--- src/design/bfba_pkg.sv ---
package bfba_pkg;

	localparam int MAX_BINS  = 16;
	localparam int SIZE_BITS = 16;
	localparam int IDX_W     = $clog2(MAX_BINS);
	localparam int CNT_W     = $clog2(MAX_BINS + 1);
	localparam int LIMIT_W   = 17;
	localparam int STAT_W    = 2;

	localparam logic [LIMIT_W-1:0] LIMIT_RESET = LIMIT_W'(10000);

	localparam logic CMD_DEFINE = 1'b0;
	localparam logic CMD_PLACE  = 1'b1;

	localparam logic [STAT_W-1:0] ST_OK    = 2'd0;
	localparam logic [STAT_W-1:0] ST_NOFIT = 2'd1;
	localparam logic [STAT_W-1:0] ST_FULL  = 2'd2;

	typedef struct packed {
		logic             load_item;
		logic             scan_start;
		logic             rd_en;
		logic [IDX_W-1:0] rd_addr;
		logic             commit;
	} bfba_cmd_t;

	typedef struct packed {
		logic             item_place;
		logic [CNT_W-1:0] bins_n;
		logic             out_busy;
	} bfba_stat_t;

endpackage

--- src/design/bfba_ctrl.sv ---
module bfba_ctrl (
	input  logic                  clk,
	input  logic                  arst_n,
	input  logic                  in_valid,
	output logic                  in_ready,
	input  bfba_pkg::bfba_stat_t  stat,
	output bfba_pkg::bfba_cmd_t   cmd
);
	import bfba_pkg::*;

	typedef enum logic [2:0] {
		S_IDLE,
		S_DECODE,
		S_SCAN,
		S_WAIT,
		S_COMMIT
	} state_t;

	state_t           state_q;
	logic [IDX_W-1:0] idx_q;
	logic             last_idx;

	assign last_idx = (({1'b0, idx_q} + CNT_W'(1)) == stat.bins_n);
	assign in_ready = (state_q == S_IDLE);

	always_comb begin
		cmd            = '0;
		cmd.rd_addr    = idx_q;
		cmd.load_item  = (state_q == S_IDLE) && in_valid;
		cmd.scan_start = (state_q == S_DECODE);
		cmd.rd_en      = (state_q == S_SCAN);
		cmd.commit     = (state_q == S_COMMIT) && !stat.out_busy;
	end

	always_ff @(posedge clk or negedge arst_n) begin
		if (!arst_n) begin
			state_q <= S_IDLE;
			idx_q   <= '0;
		end else begin
			unique case (state_q)
				S_IDLE: begin
					if (in_valid) state_q <= S_DECODE;
				end
				S_DECODE: begin
					idx_q <= '0;
					if (stat.item_place && (stat.bins_n != '0)) state_q <= S_SCAN;
					else state_q <= S_COMMIT;
				end
				S_SCAN: begin
					if (last_idx) state_q <= S_WAIT;
					else idx_q <= idx_q + IDX_W'(1);
				end
				S_WAIT: begin
					state_q <= S_COMMIT;
				end
				S_COMMIT: begin
					if (!stat.out_busy) state_q <= S_IDLE;
				end
				default: state_q <= S_IDLE;
			endcase
		end
	end

endmodule

--- src/design/bfba_dp.sv ---
module bfba_dp (
	input  logic                              clk,
	input  logic                              arst_n,
	input  bfba_pkg::bfba_cmd_t               cmd,
	output bfba_pkg::bfba_stat_t              stat,
	input  logic                              in_kind,
	input  logic [bfba_pkg::SIZE_BITS-1:0]    in_cap,
	input  logic [bfba_pkg::SIZE_BITS-1:0]    in_size,
	input  logic                              cfg_we,
	input  logic [bfba_pkg::LIMIT_W-1:0]      cfg_wdata,
	input  logic                              out_ready,
	output logic                              out_valid,
	output logic [bfba_pkg::IDX_W-1:0]        out_index,
	output logic [bfba_pkg::SIZE_BITS-1:0]    out_free,
	output logic [bfba_pkg::STAT_W-1:0]       out_status
);
	import bfba_pkg::*;

	logic [SIZE_BITS-1:0] free_mem [MAX_BINS];

	logic                 kind_q;
	logic [SIZE_BITS-1:0] val_q;
	logic [CNT_W-1:0]     count_q;
	logic [LIMIT_W-1:0]   limit_q;
	logic [SIZE_BITS-1:0] rd_data_s1;
	logic [IDX_W-1:0]     rd_addr_s1;
	logic                 rd_valid_s1;
	logic [LIMIT_W-1:0]   best_free_q;
	logic [IDX_W-1:0]     best_q;
	logic                 found_q;

	logic                 better;
	logic                 table_full;
	logic [SIZE_BITS-1:0] placed_free;
	logic                 wr_en;
	logic [IDX_W-1:0]     wr_addr;
	logic [SIZE_BITS-1:0] wr_data;

	assign better      = (rd_data_s1 >= val_q) && ({1'b0, rd_data_s1} < best_free_q);
	assign table_full  = (count_q == CNT_W'(MAX_BINS));
	assign placed_free = best_free_q[SIZE_BITS-1:0] - val_q;

	assign stat.item_place = (kind_q == CMD_PLACE);
	assign stat.bins_n     = count_q;
	assign stat.out_busy   = out_valid && !out_ready;

	always_comb begin
		wr_en   = 1'b0;
		wr_addr = best_q;
		wr_data = placed_free;
		if (cmd.commit) begin
			if (kind_q == CMD_DEFINE) begin
				wr_en   = !table_full;
				wr_addr = count_q[IDX_W-1:0];
				wr_data = val_q;
			end else begin
				wr_en = found_q;
			end
		end
	end

	always_ff @(posedge clk) begin
		if (wr_en) free_mem[wr_addr] <= wr_data;
		if (cmd.rd_en) rd_data_s1 <= free_mem[cmd.rd_addr];
		rd_addr_s1 <= cmd.rd_addr;
		if (cmd.load_item) begin
			kind_q <= in_kind;
			val_q  <= (in_kind == CMD_PLACE) ? in_size : in_cap;
		end
		if (cmd.scan_start) begin
			best_free_q <= limit_q;
			best_q      <= '0;
		end else if (rd_valid_s1 && better) begin
			best_free_q <= {1'b0, rd_data_s1};
			best_q      <= rd_addr_s1;
		end
		if (cmd.commit) begin
			if (kind_q == CMD_DEFINE) begin
				out_index  <= table_full ? '0 : count_q[IDX_W-1:0];
				out_free   <= table_full ? '0 : val_q;
				out_status <= table_full ? ST_FULL : ST_OK;
			end else begin
				out_index  <= found_q ? best_q : '0;
				out_free   <= found_q ? placed_free : '0;
				out_status <= found_q ? ST_OK : ST_NOFIT;
			end
		end
	end

	always_ff @(posedge clk or negedge arst_n) begin
		if (!arst_n) begin
			count_q     <= '0;
			limit_q     <= LIMIT_RESET;
			rd_valid_s1 <= 1'b0;
			found_q     <= 1'b0;
			out_valid   <= 1'b0;
		end else begin
			if (cfg_we) limit_q <= cfg_wdata;
			rd_valid_s1 <= cmd.rd_en;
			if (cmd.scan_start) found_q <= 1'b0;
			else if (rd_valid_s1 && better) found_q <= 1'b1;
			if (cmd.commit && (kind_q == CMD_DEFINE) && !table_full)
				count_q <= count_q + CNT_W'(1);
			if (cmd.commit) out_valid <= 1'b1;
			else if (out_ready) out_valid <= 1'b0;
		end
	end

endmodule

--- src/design/best_fit_bin_assigner.sv ---
// channel   dir  signals                         contents (low bit up)
// s_axis    in   s_tvalid s_tready s_tdata s_tuser  bin_capacity, item_size; cmd
// m_axis    out  m_tvalid m_tready m_tdata m_tuser  bin_index, free_after; status
// cfg       in   cfg_we cfg_wdata                free_space_limit
//
// A define goes from the transfer through decode to commit; a place with bins defined
// also scans them first, reading one stored bin per cycle from the free-space memory.
// One item is in work at a time; a new one is taken once the result sits in the
// output register. Reset clears the bin count and restores the limit to 10000.
// A stalled output holds the finished result and the next item waits before commit.
module best_fit_bin_assigner (
	input  logic        clk,
	input  logic        arst_n,
	input  logic        s_tvalid,
	output logic        s_tready,
	input  logic [31:0] s_tdata,   // bin_capacity[15:0], item_size[31:16]
	input  logic [0:0]  s_tuser,   // cmd[0]
	output logic        m_tvalid,
	input  logic        m_tready,
	output logic [23:0] m_tdata,   // bin_index[3:0], free_after[19:4], zero[23:20]
	output logic [1:0]  m_tuser,   // status[1:0]
	input  logic        cfg_we,
	input  logic [16:0] cfg_wdata
);
	import bfba_pkg::*;

	bfba_cmd_t            cmd;
	bfba_stat_t           stat;
	logic [IDX_W-1:0]     out_index;
	logic [SIZE_BITS-1:0] out_free;
	logic [STAT_W-1:0]    out_status;

	bfba_ctrl u_ctrl (
		.clk      (clk),
		.arst_n   (arst_n),
		.in_valid (s_tvalid),
		.in_ready (s_tready),
		.stat     (stat),
		.cmd      (cmd)
	);

	bfba_dp u_dp (
		.clk        (clk),
		.arst_n     (arst_n),
		.cmd        (cmd),
		.stat       (stat),
		.in_kind    (s_tuser[0]),
		.in_cap     (s_tdata[15:0]),
		.in_size    (s_tdata[31:16]),
		.cfg_we     (cfg_we),
		.cfg_wdata  (cfg_wdata),
		.out_ready  (m_tready),
		.out_valid  (m_tvalid),
		.out_index  (out_index),
		.out_free   (out_free),
		.out_status (out_status)
	);

	assign m_tdata = {4'b0000, out_free, out_index};
	assign m_tuser = out_status;

	a_status_code: assert property (@(posedge clk) disable iff (!arst_n)
		m_tvalid |-> (m_tuser == ST_OK || m_tuser == ST_NOFIT || m_tuser == ST_FULL))
		else $error("bad status code");

	a_busy_after_take: assert property (@(posedge clk) disable iff (!arst_n)
		(s_tvalid && s_tready) |=> !s_tready)
		else $error("second item taken while busy");

	a_fail_zeroed: assert property (@(posedge clk) disable iff (!arst_n)
		(m_tvalid && m_tuser != ST_OK) |-> (m_tdata[19:0] == 20'd0))
		else $error("failure result carries data");

	a_count_bound: assert property (@(posedge clk) disable iff (!arst_n)
		stat.bins_n <= CNT_W'(MAX_BINS))
		else $error("bin count overflow");

endmodule
--- config.mk ---
export PLATFORM = sky130hd
export DESIGN_NAME = best_fit_bin_assigner
export DESIGN_NICKNAME = d
export VERILOG_FILES = /design/src/design/bfba_pkg.sv /design/src/design/bfba_ctrl.sv /design/src/design/bfba_dp.sv /design/src/design/best_fit_bin_assigner.sv
export SDC_FILE = /design/constraint.sdc
export NUM_CORES = 1
export LEC_CHECK = 0
export BUFFER_PORTS_ARGS = -buffer_cell sky130_fd_sc_hd__buf_2
export CAP_MARGIN = 20
export CORE_MARGIN = 4
export CORE_UTILIZATION = 34
export CTS_BUF_LIST = sky130_fd_sc_hd__clkbuf_4
export CTS_CLUSTER_DIAMETER = 80
export DETAILED_ROUTE_END_ITERATION = 10
export GPL_ROUTABILITY_DRIVEN = 0
export SLEW_MARGIN = 20
export SYNTH_ARGS = -nofsm -noshare
export SYNTH_HDL_FRONTEND = slang
export SYNTH_SLANG_ARGS = --single-unit
--- constraint.sdc ---
create_clock -name clk -period 3.5 [get_ports clk]
set_input_delay 0.175 -clock clk [delete_from_list [all_inputs] [get_ports clk]]
set_output_delay 0.175 -clock clk [all_outputs]
set_load 0.01 [all_outputs]
**Word level (Yosys, flattened, before mapping)**

Memories as Yosys holds them, arrays and structs flattened. A register that Yosys moved wholly into a read port is not among the register bits.
Cells that the tools add are included.

- Flip-flop bits (word level): 96
- Bits in writable memories: 256
- Output and inout bits: 28
- Memories kept: 1

Memory list:

| name | depth | bits a word | rd ports | clocked after memory_dff | wr ports | line | text |
|---|---|---|---|---|---|---|---|
| u_dp.free_mem | 16 | 16 | 1 | 1 | 1 | bfba_dp.sv:19 | `logic [SIZE_BITS-1:0] free_mem [MAX_BINS];` |

- Add/sub/neg operators: 4
- Order comparisons: 2
- Equal/unequal tests: 10
- Multiplexer cells: 31
- Bitwise operators: 1
- Reductions and logical operators: 18

Operators with widths:

| kind | number |
|---|---|
| 16-bit 2-to-1 mux | 6 |
| 17-bit 2-to-1 mux | 2 |
| 4-bit 2-to-1 mux | 6 |
| 16-bit by 17-bit < comparator with 1-bit output | 1 |
| 16-bit >= comparator | 1 |
| 16-bit subtractor | 1 |
| 3-bit case mux with 5 select lines | 1 |
| 3-bit 2-to-1 mux | 4 |
| 1-bit 2-to-1 mux | 9 |
| 1-bit logical AND | 8 |
| 2-bit != test, second input constant | 4 |
| 4-bit case mux with 2 select lines | 1 |
| 3-bit by 2-bit equality test with 1-bit output, second input constant | 2 |
| 2-bit nonzero test | 3 |
| 4-bit by 1-bit adder with 5-bit output, second input constant | 1 |
| 5-bit by 1-bit adder with 5-bit output, second input constant | 1 |
| 5-bit equality test | 1 |
| 5-bit equality test, second input constant | 1 |
| 5-bit nonzero test | 1 |
| 4-bit by 1-bit adder with 4-bit output, second input constant | 1 |
| 2-bit 2-to-1 mux | 2 |
| 3-bit by 1-bit equality test with 1-bit output, second input constant | 1 |
| 3-bit equality test, second input constant | 1 |
| 1-bit zero test | 3 |
| other kinds (4) | 4 |

**Depth between registers and ports, before layout**

- Depth after elaboration: 7
- Depth in mapped cells: 11
- Mapped depth without buffers: 11

**Cells and area by module**

Synthesis repeated with hierarchy kept, for this count alone.

- Cells, all modules: 937
- Area, all modules: 16105.4 µm²

Modules (own cells, without submodules):

| module | times used | cells an instance | area an instance (µm²) | sequential area each (µm²) |
|---|---|---|---|---|
| bfba_dp | 1 | 870 | 15529.9 | 10641.5 |
| bfba_ctrl | 1 | 62 | 541.8 | 175.2 |
| best_fit_bin_assigner | 1 | 5 | 33.8 | 0.0 |

**Worst setup path before layout**

OpenSTA, ideal clock, no wires.

- Path type: register to register
- Start: register u_ctrl.state_q[0]
- End: memory u_dp.free_mem[4][0], enable pin
- Arrival: 3.073 ns
- Path slack: 0.038 ns
- Stages on the path, launching flop included: 9
- Period minus slack after synthesis: 3.462 ns
- Cell sequence: dfrtp_1 -> clkbuf_1 -> nor2_1 -> and3_1 -> clkbuf_1 -> nor2b_1 -> clkbuf_1 -> a31oi_1 -> nor2_1

RTL lines:

| item | line | text |
|---|---|---|
| start: declaration | bfba_ctrl.sv:19 | `state_t state_q;` |
| start signal: assignment | bfba_ctrl.sv:37 | `state_q <= S_IDLE;` |
| start signal: assignment | bfba_ctrl.sv:42 | `if (in_valid) state_q <= S_DECODE;` |
| start signal: assignment | bfba_ctrl.sv:46 | `if (stat.item_place && (stat.bins_n != '0)) state_q <= S_SCAN;` |
| end: declaration | bfba_dp.sv:19 |  |

**Worst setup path in the final report**

- Start: register u_dp.best_free_q[0]
- End: memory u_dp.free_mem[3][12], data pin

- Longest elaborated chain between the ends: 3

RTL lines:

| item | line | text |
|---|---|---|
| start: declaration | bfba_dp.sv:28 | `logic [LIMIT_W-1:0] best_free_q;` |
| start signal: assignment | bfba_dp.sv:71 | `best_free_q <= limit_q;` |
| start signal: assignment | bfba_dp.sv:74 | `best_free_q <= {1'b0, rd_data_s1};` |
| 16-bit subtractor (*) | bfba_dp.sv:41 | `assign placed_free = best_free_q[SIZE_BITS-1:0] - val_q;` |
| 16-bit 2-to-1 mux | bfba_dp.sv:52 | `if (kind_q == CMD_DEFINE) begin` |
| 16-bit 2-to-1 mux (*) | bfba_dp.sv:51 | `if (cmd.commit) begin` |
| via u_dp.wr_data[12] | bfba_dp.sv:37 | `logic [SIZE_BITS-1:0] wr_data;` |

Mark *: on every way through the listed nets, which the timed path passes. The rest lies on a longest branch.

==> flow_summary.rst <==
.. list-table::
   :header-rows: 1

   * - Metric
     - Value
   * - Count of final setup violators
     - 0
   * - Static leakage power
     - 7.237 nW
   * - Worst path bufs/invs
     - 2
   * - Unrepaired setup endpoints after global routing
     - false
   * - Relative slew slack
     - 0.2902
   * - Post-layout total power
     - 16.57 mW
   * - Count of vias placed by the detailed router
     - slightly above 10000
   * - Post-detail-place hpwl
     - roughly 25000 um
   * - Die X-Extent
     - approximately 230 um
   * - Least-Margin Pin Slew
     - ~1.1 ns
   * - Count of non-filler cells in the finished layout
     - 2023
   * - Top-level port count
     - between 80 and 90
   * - Post-route fraction of the period consumed by the critical path
     - 0.9234
   * - Most frequently used flop master after synthesis
     - sky130_fd_sc_hd__edfxtp_1
   * - Port-buffer cells
     - 78
   * - Async set-or-reset flop fraction in the synthesized netlist
     - 0.08696
   * - Area share of the largest cell type after synthesis
     - 0.6131
   * - Number of buffers created by CTS
     - 97
   * - Worst Clk Skew
     - roughly 0.065 ns
   * - Detailed Route WL
     - 40640 um
   * - Data arrival, critical path
     - 3.67 ns
   * - First-iteration detailed-routing DRC count
     - ~700
   * - Area of the die
     - 50790 um2
   * - Critical path data required time
     - just under 4 ns
   * - Proportion of layout cells with a drive suffix above 1
     - 0.2770
   * - Flip-flop and latch area
     - 10820 um2
   * - Slowest library cell on the worst path
     - sky130_fd_sc_hd__a2111oi_2
   * - Final critical delay including setup and external delays
     - ~3.2 ns
   * - Multi-input gate area
     - 4911 um2
   * - Via/cell ratio
     - just over 5
   * - Worst hold slack across all endpoints
     - ~0.27 ns
   * - Clock Path Buffers
     - 3
   * - Number of enable-type register cells in the synthesized netlist
     - approximately 330
   * - Sequential area share after synthesis
     - 0.6733
   * - Pins over their slew limit
     - 0
   * - Clock tree from TritonCTS
     - yes
   * - Delay of the slowest cell on the worst path
     - approximately 0.55 ns
   * - Dominant cells by area after synthesis
     - sky130_fd_sc_hd__edfxtp_1, sky130_fd_sc_hd__mux4_2, sky130_fd_sc_hd__dfrtp_1
   * - Total overflow reported by the global router
     - 0
   * - Critical Setup Path Class
     - flop to flop
   * - FF+latch count, synth
     - 368
   * - Effective utilization at floorplan
     - 0.3443
   * - Number of antenna violations at the first check in global routing
     - 1
   * - CTS clk-pin slew, worst paths
     - roughly 0.070 ns
   * - Total iterations of the first detailed-routing run
     - 6
   * - Placed instance count
     - 1769
   * - Synthesized area per cell
     - between 10 and 15 um2
   * - Synth-to-Final Area Change
     - 21.56%
   * - Total GRT Usage
     - 0.1586
   * - Fraction of the core area covered by cells at the end of the flow
     - 0.4186
   * - Number of max-cap violations
     - 0
   * - Post-synth cell types
     - 64
   * - Outcome
     - completed
   * - Power Density
     - 848.5 nW/um2
   * - Highest net fanout along the worst path
     - 16
   * - Post-synthesis cell area
     - roughly 16000 um2
   * - Total setup buffers inserted after CTS
     - 0
   * - Total number of clock tree sinks
     - around 370
   * - Timing-limited maximum frequency
     - approximately 0.31 GHz
   * - Core box area
     - approximately 47000 um2
   * - Min-delay worst type
     - input pin to flop
   * - Row cnt
     - just under 80
   * - Remaining number of nets flagged by the antenna check after routing
     - 0
   * - CP endpoint kind
     - flop
   * - Setup TNS
     - 0 ns
   * - Maximum vdd ir drop
     - ~0.44 mV
   * - Clk Tree Root Cell
     - sky130_fd_sc_hd__clkbuf_4
   * - Yosys warning count
     - 0
   * - Source-to-sink clock delay at the later pin of the worst-skew pair
     - around 0.77 ns
   * - Hold Fails Final Rpt
     - 0
   * - Sort of element at the start of the critical path
     - flop
   * - Vias in the first global route
     - a little over 10000
   * - Number of nets in the layout
     - 1438
   * - Largest area contributor in the synthesized netlist
     - sky130_fd_sc_hd__edfxtp_1
   * - Mapped Cells
     - approximately 1100
   * - First-pass GRT wire length
     - between 60000 and 70000 um
   * - DRC Markers
     - 0
   * - Vert. Die Dim
     - 225.4 um
   * - Fill cell total of the finished layout
     - around 4300
   * - Maximum level of the CTS H-tree
     - 3
   * - Largest delay contributor family on the critical path
     - compound AO/OA/AOI/OAI gates
   * - Detailed-route wire length per cell
     - 20.09 um
   * - Cell chain of the critical path
     - inv_1, ha_1, inv_1, fa_1, a21o_1, a21o_1, a2111oi_2, o21ai_0, a21oi_1, xnor2_1, mux2_2
   * - Pin count of the biggest net entering global routing
     - slightly above 100
## power by group
part | total [mW] | leakage, nW | internal [mW] | switching [mW]
Combinational | 5.54 | 3.02 | 1.96 | 3.58
Sequential | 7.04 | 3.42 | 6.72 | 0.322
Clock | 3.99 | 0.795 | 2.24 | 1.76
Total | 16.6 | 7.24 | 10.9 | 5.66
## tightest hold or removal path, delay by kind of cell
family / cells / cell delay (ns)
muxes: 1 / 0.13
buffers and inverters: 2 / 0.61
## synthesized netlist by cell type (3+ instances only)
master and instances:
sky130_fd_sc_hd__edfxtp_1 328, sky130_fd_sc_hd__mux4_2 32, sky130_fd_sc_hd__o21a_1 3, sky130_fd_sc_hd__a22o_1 4, sky130_fd_sc_hd__buf_1 6, sky130_fd_sc_hd__a211oi_1 4, sky130_fd_sc_hd__o21ai_0 67, sky130_fd_sc_hd__clkbuf_1 34
sky130_fd_sc_hd__and3_1 3, sky130_fd_sc_hd__and2_1 5, sky130_fd_sc_hd__nand2b_1 10, sky130_fd_sc_hd__xnor2_1 15, sky130_fd_sc_hd__xor2_1 5, sky130_fd_sc_hd__mux2_2 50, sky130_fd_sc_hd__inv_1 41, sky130_fd_sc_hd__mux2i_1 55
sky130_fd_sc_hd__buf_2 5, sky130_fd_sc_hd__buf_4 5, sky130_fd_sc_hd__ha_1 49, sky130_fd_sc_hd__a31oi_1 8, sky130_fd_sc_hd__nand2_1 113, sky130_fd_sc_hd__nor2b_1 4, sky130_fd_sc_hd__dfstp_2 5, sky130_fd_sc_hd__a21o_1 16
sky130_fd_sc_hd__dfrtp_1 27, sky130_fd_sc_hd__a22oi_1 16, sky130_fd_sc_hd__a21oi_1 41, sky130_fd_sc_hd__nor2_1 39, sky130_fd_sc_hd__dfxtp_1 8, sky130_fd_sc_hd__nand3_1 12, sky130_fd_sc_hd__nor3_1 7, sky130_fd_sc_hd__o22ai_1 8
sky130_fd_sc_hd__a221oi_1 16, sky130_fd_sc_hd__nand4_1 4
## state kept, by name, indices dropped and copies added, names as in the netlist
name,flops
u_dp.rd_valid_s1,1
u_dp.best_q,4
u_dp.rd_addr_s1,4
u_dp.val_q,16
u_dp.out_index,4
u_ctrl.state_q,3
u_dp.free_mem,256
u_dp.found_q,1
u_dp.count_q,5
u_dp.kind_q,1
u_dp.rd_data_s1,16
u_dp.best_free_q,17
u_dp.out_valid,1
u_dp.out_status,2
u_dp.limit_q,17
u_dp.out_free,16
u_ctrl.idx_q,4
## placed cells by master (no fill, tap or decap), types with 15 or more instances in the layout
master,netlist,layout
sky130_fd_sc_hd__edfxtp_1,328,328
sky130_fd_sc_hd__clkbuf_4,0,142
sky130_fd_sc_hd__nand2_1,113,113
sky130_fd_sc_hd__buf_2,5,78
sky130_fd_sc_hd__dlygate4sd3_1,0,72
sky130_fd_sc_hd__o21ai_0,67,67
sky130_fd_sc_hd__mux2i_1,55,55
sky130_fd_sc_hd__mux2_2,50,50
sky130_fd_sc_hd__ha_1,49,49
sky130_fd_sc_hd__buf_4,5,48
sky130_fd_sc_hd__a21oi_1,41,41
sky130_fd_sc_hd__inv_1,41,41
sky130_fd_sc_hd__mux4_2,32,32
sky130_fd_sc_hd__nor2_1,39,30
sky130_fd_sc_hd__clkinv_1,0,27
sky130_fd_sc_hd__dfrtp_1,27,26
sky130_fd_sc_hd__a21o_1,16,16
sky130_fd_sc_hd__a221oi_1,16,16
sky130_fd_sc_hd__a22oi_1,16,16
sky130_fd_sc_hd__xnor2_1,15,15
## logic make-up after synthesis
logic type / Yosys count / synth area share
simple gates: 212 / 0.05857
compound gates: 200 / 0.07890
other cells: 1 / 0.0002334
fa+ha+maj: 50 / 0.03941
mux: 138 / 0.1151
xor+xnor: 20 / 0.01090
flops: 368 / 0.6733
buf+inv: 92 / 0.02352
## path summary, 6_finish.rpt
| path | start | end | slack [ns] | cells after the start |
|---|---|---|---|---|
| setup reg to reg | u_dp.best_free_q[0]$_DFFE_PP_ | u_dp.free_mem[3][12]$_DFFE_PP_ | 0.27 | 11 |
| hold reg to reg | u_dp.rd_addr_s1[0]$_DFF_P_ | u_dp.best_q[0]$_SDFFE_PP0P_ | 0.44 | 2 |
| max in group asynchronous | arst_n | u_dp.limit_q[16]$_DFFE_PN0P_ | 1.80 | 4 |
| min in group asynchronous | arst_n | u_dp.limit_q[14]$_DFFE_PN0P_ | 0.58 | 3 |
| hold / removal | s_tdata[30] | u_dp.val_q[14]$_DFFE_PP_ | 0.27 | 3 |
| setup / recovery | u_dp.best_free_q[0]$_DFFE_PP_ | u_dp.free_mem[3][12]$_DFFE_PP_ | 0.27 | 11 |
## what timing repair did
item | CTS | global route
resized for setup | 0 | 0
hold buffers | 72 | 0
hold endpoints to repair | 69 | 0
## area by class of cell
| cell class | count | area share |
|---|---|---|
| well taps | 607 | 0.03889 |
| repair buffers | 201 | 0.07843 |
| multi-input cells | 624 | 0.2515 |
| diodes | 1 | 0.0001281 |
| clock inverters | 39 | 0.01448 |
| clock buffers | 142 | 0.05459 |
| flip-flops and latches | 368 | 0.5541 |
| inverters | 41 | 0.007881 |
## per-layer routing
metal,vias to the layer above,global-route usage,part of all wire
li1,4712,-,-
met1,5017,0.2001,0.42
met2,362,0.2691,0.49
met3,80,0.03660,0.067
met4,0,0.05671,0.024
met5,-,0,0
## per-stage QoR
step	setup WS [ns]	instance area (um2)
2_1_floorplan	0.03845	16080
3_3_place_gp	0.2732	17460
3_5_place_dp	0.2648	17460
4_1_cts	0.2573	19530
5_1_grt	0.1095	19530
6_report	0.2681	19530
No activity file was read; power rests on OpenSTA's default activity.
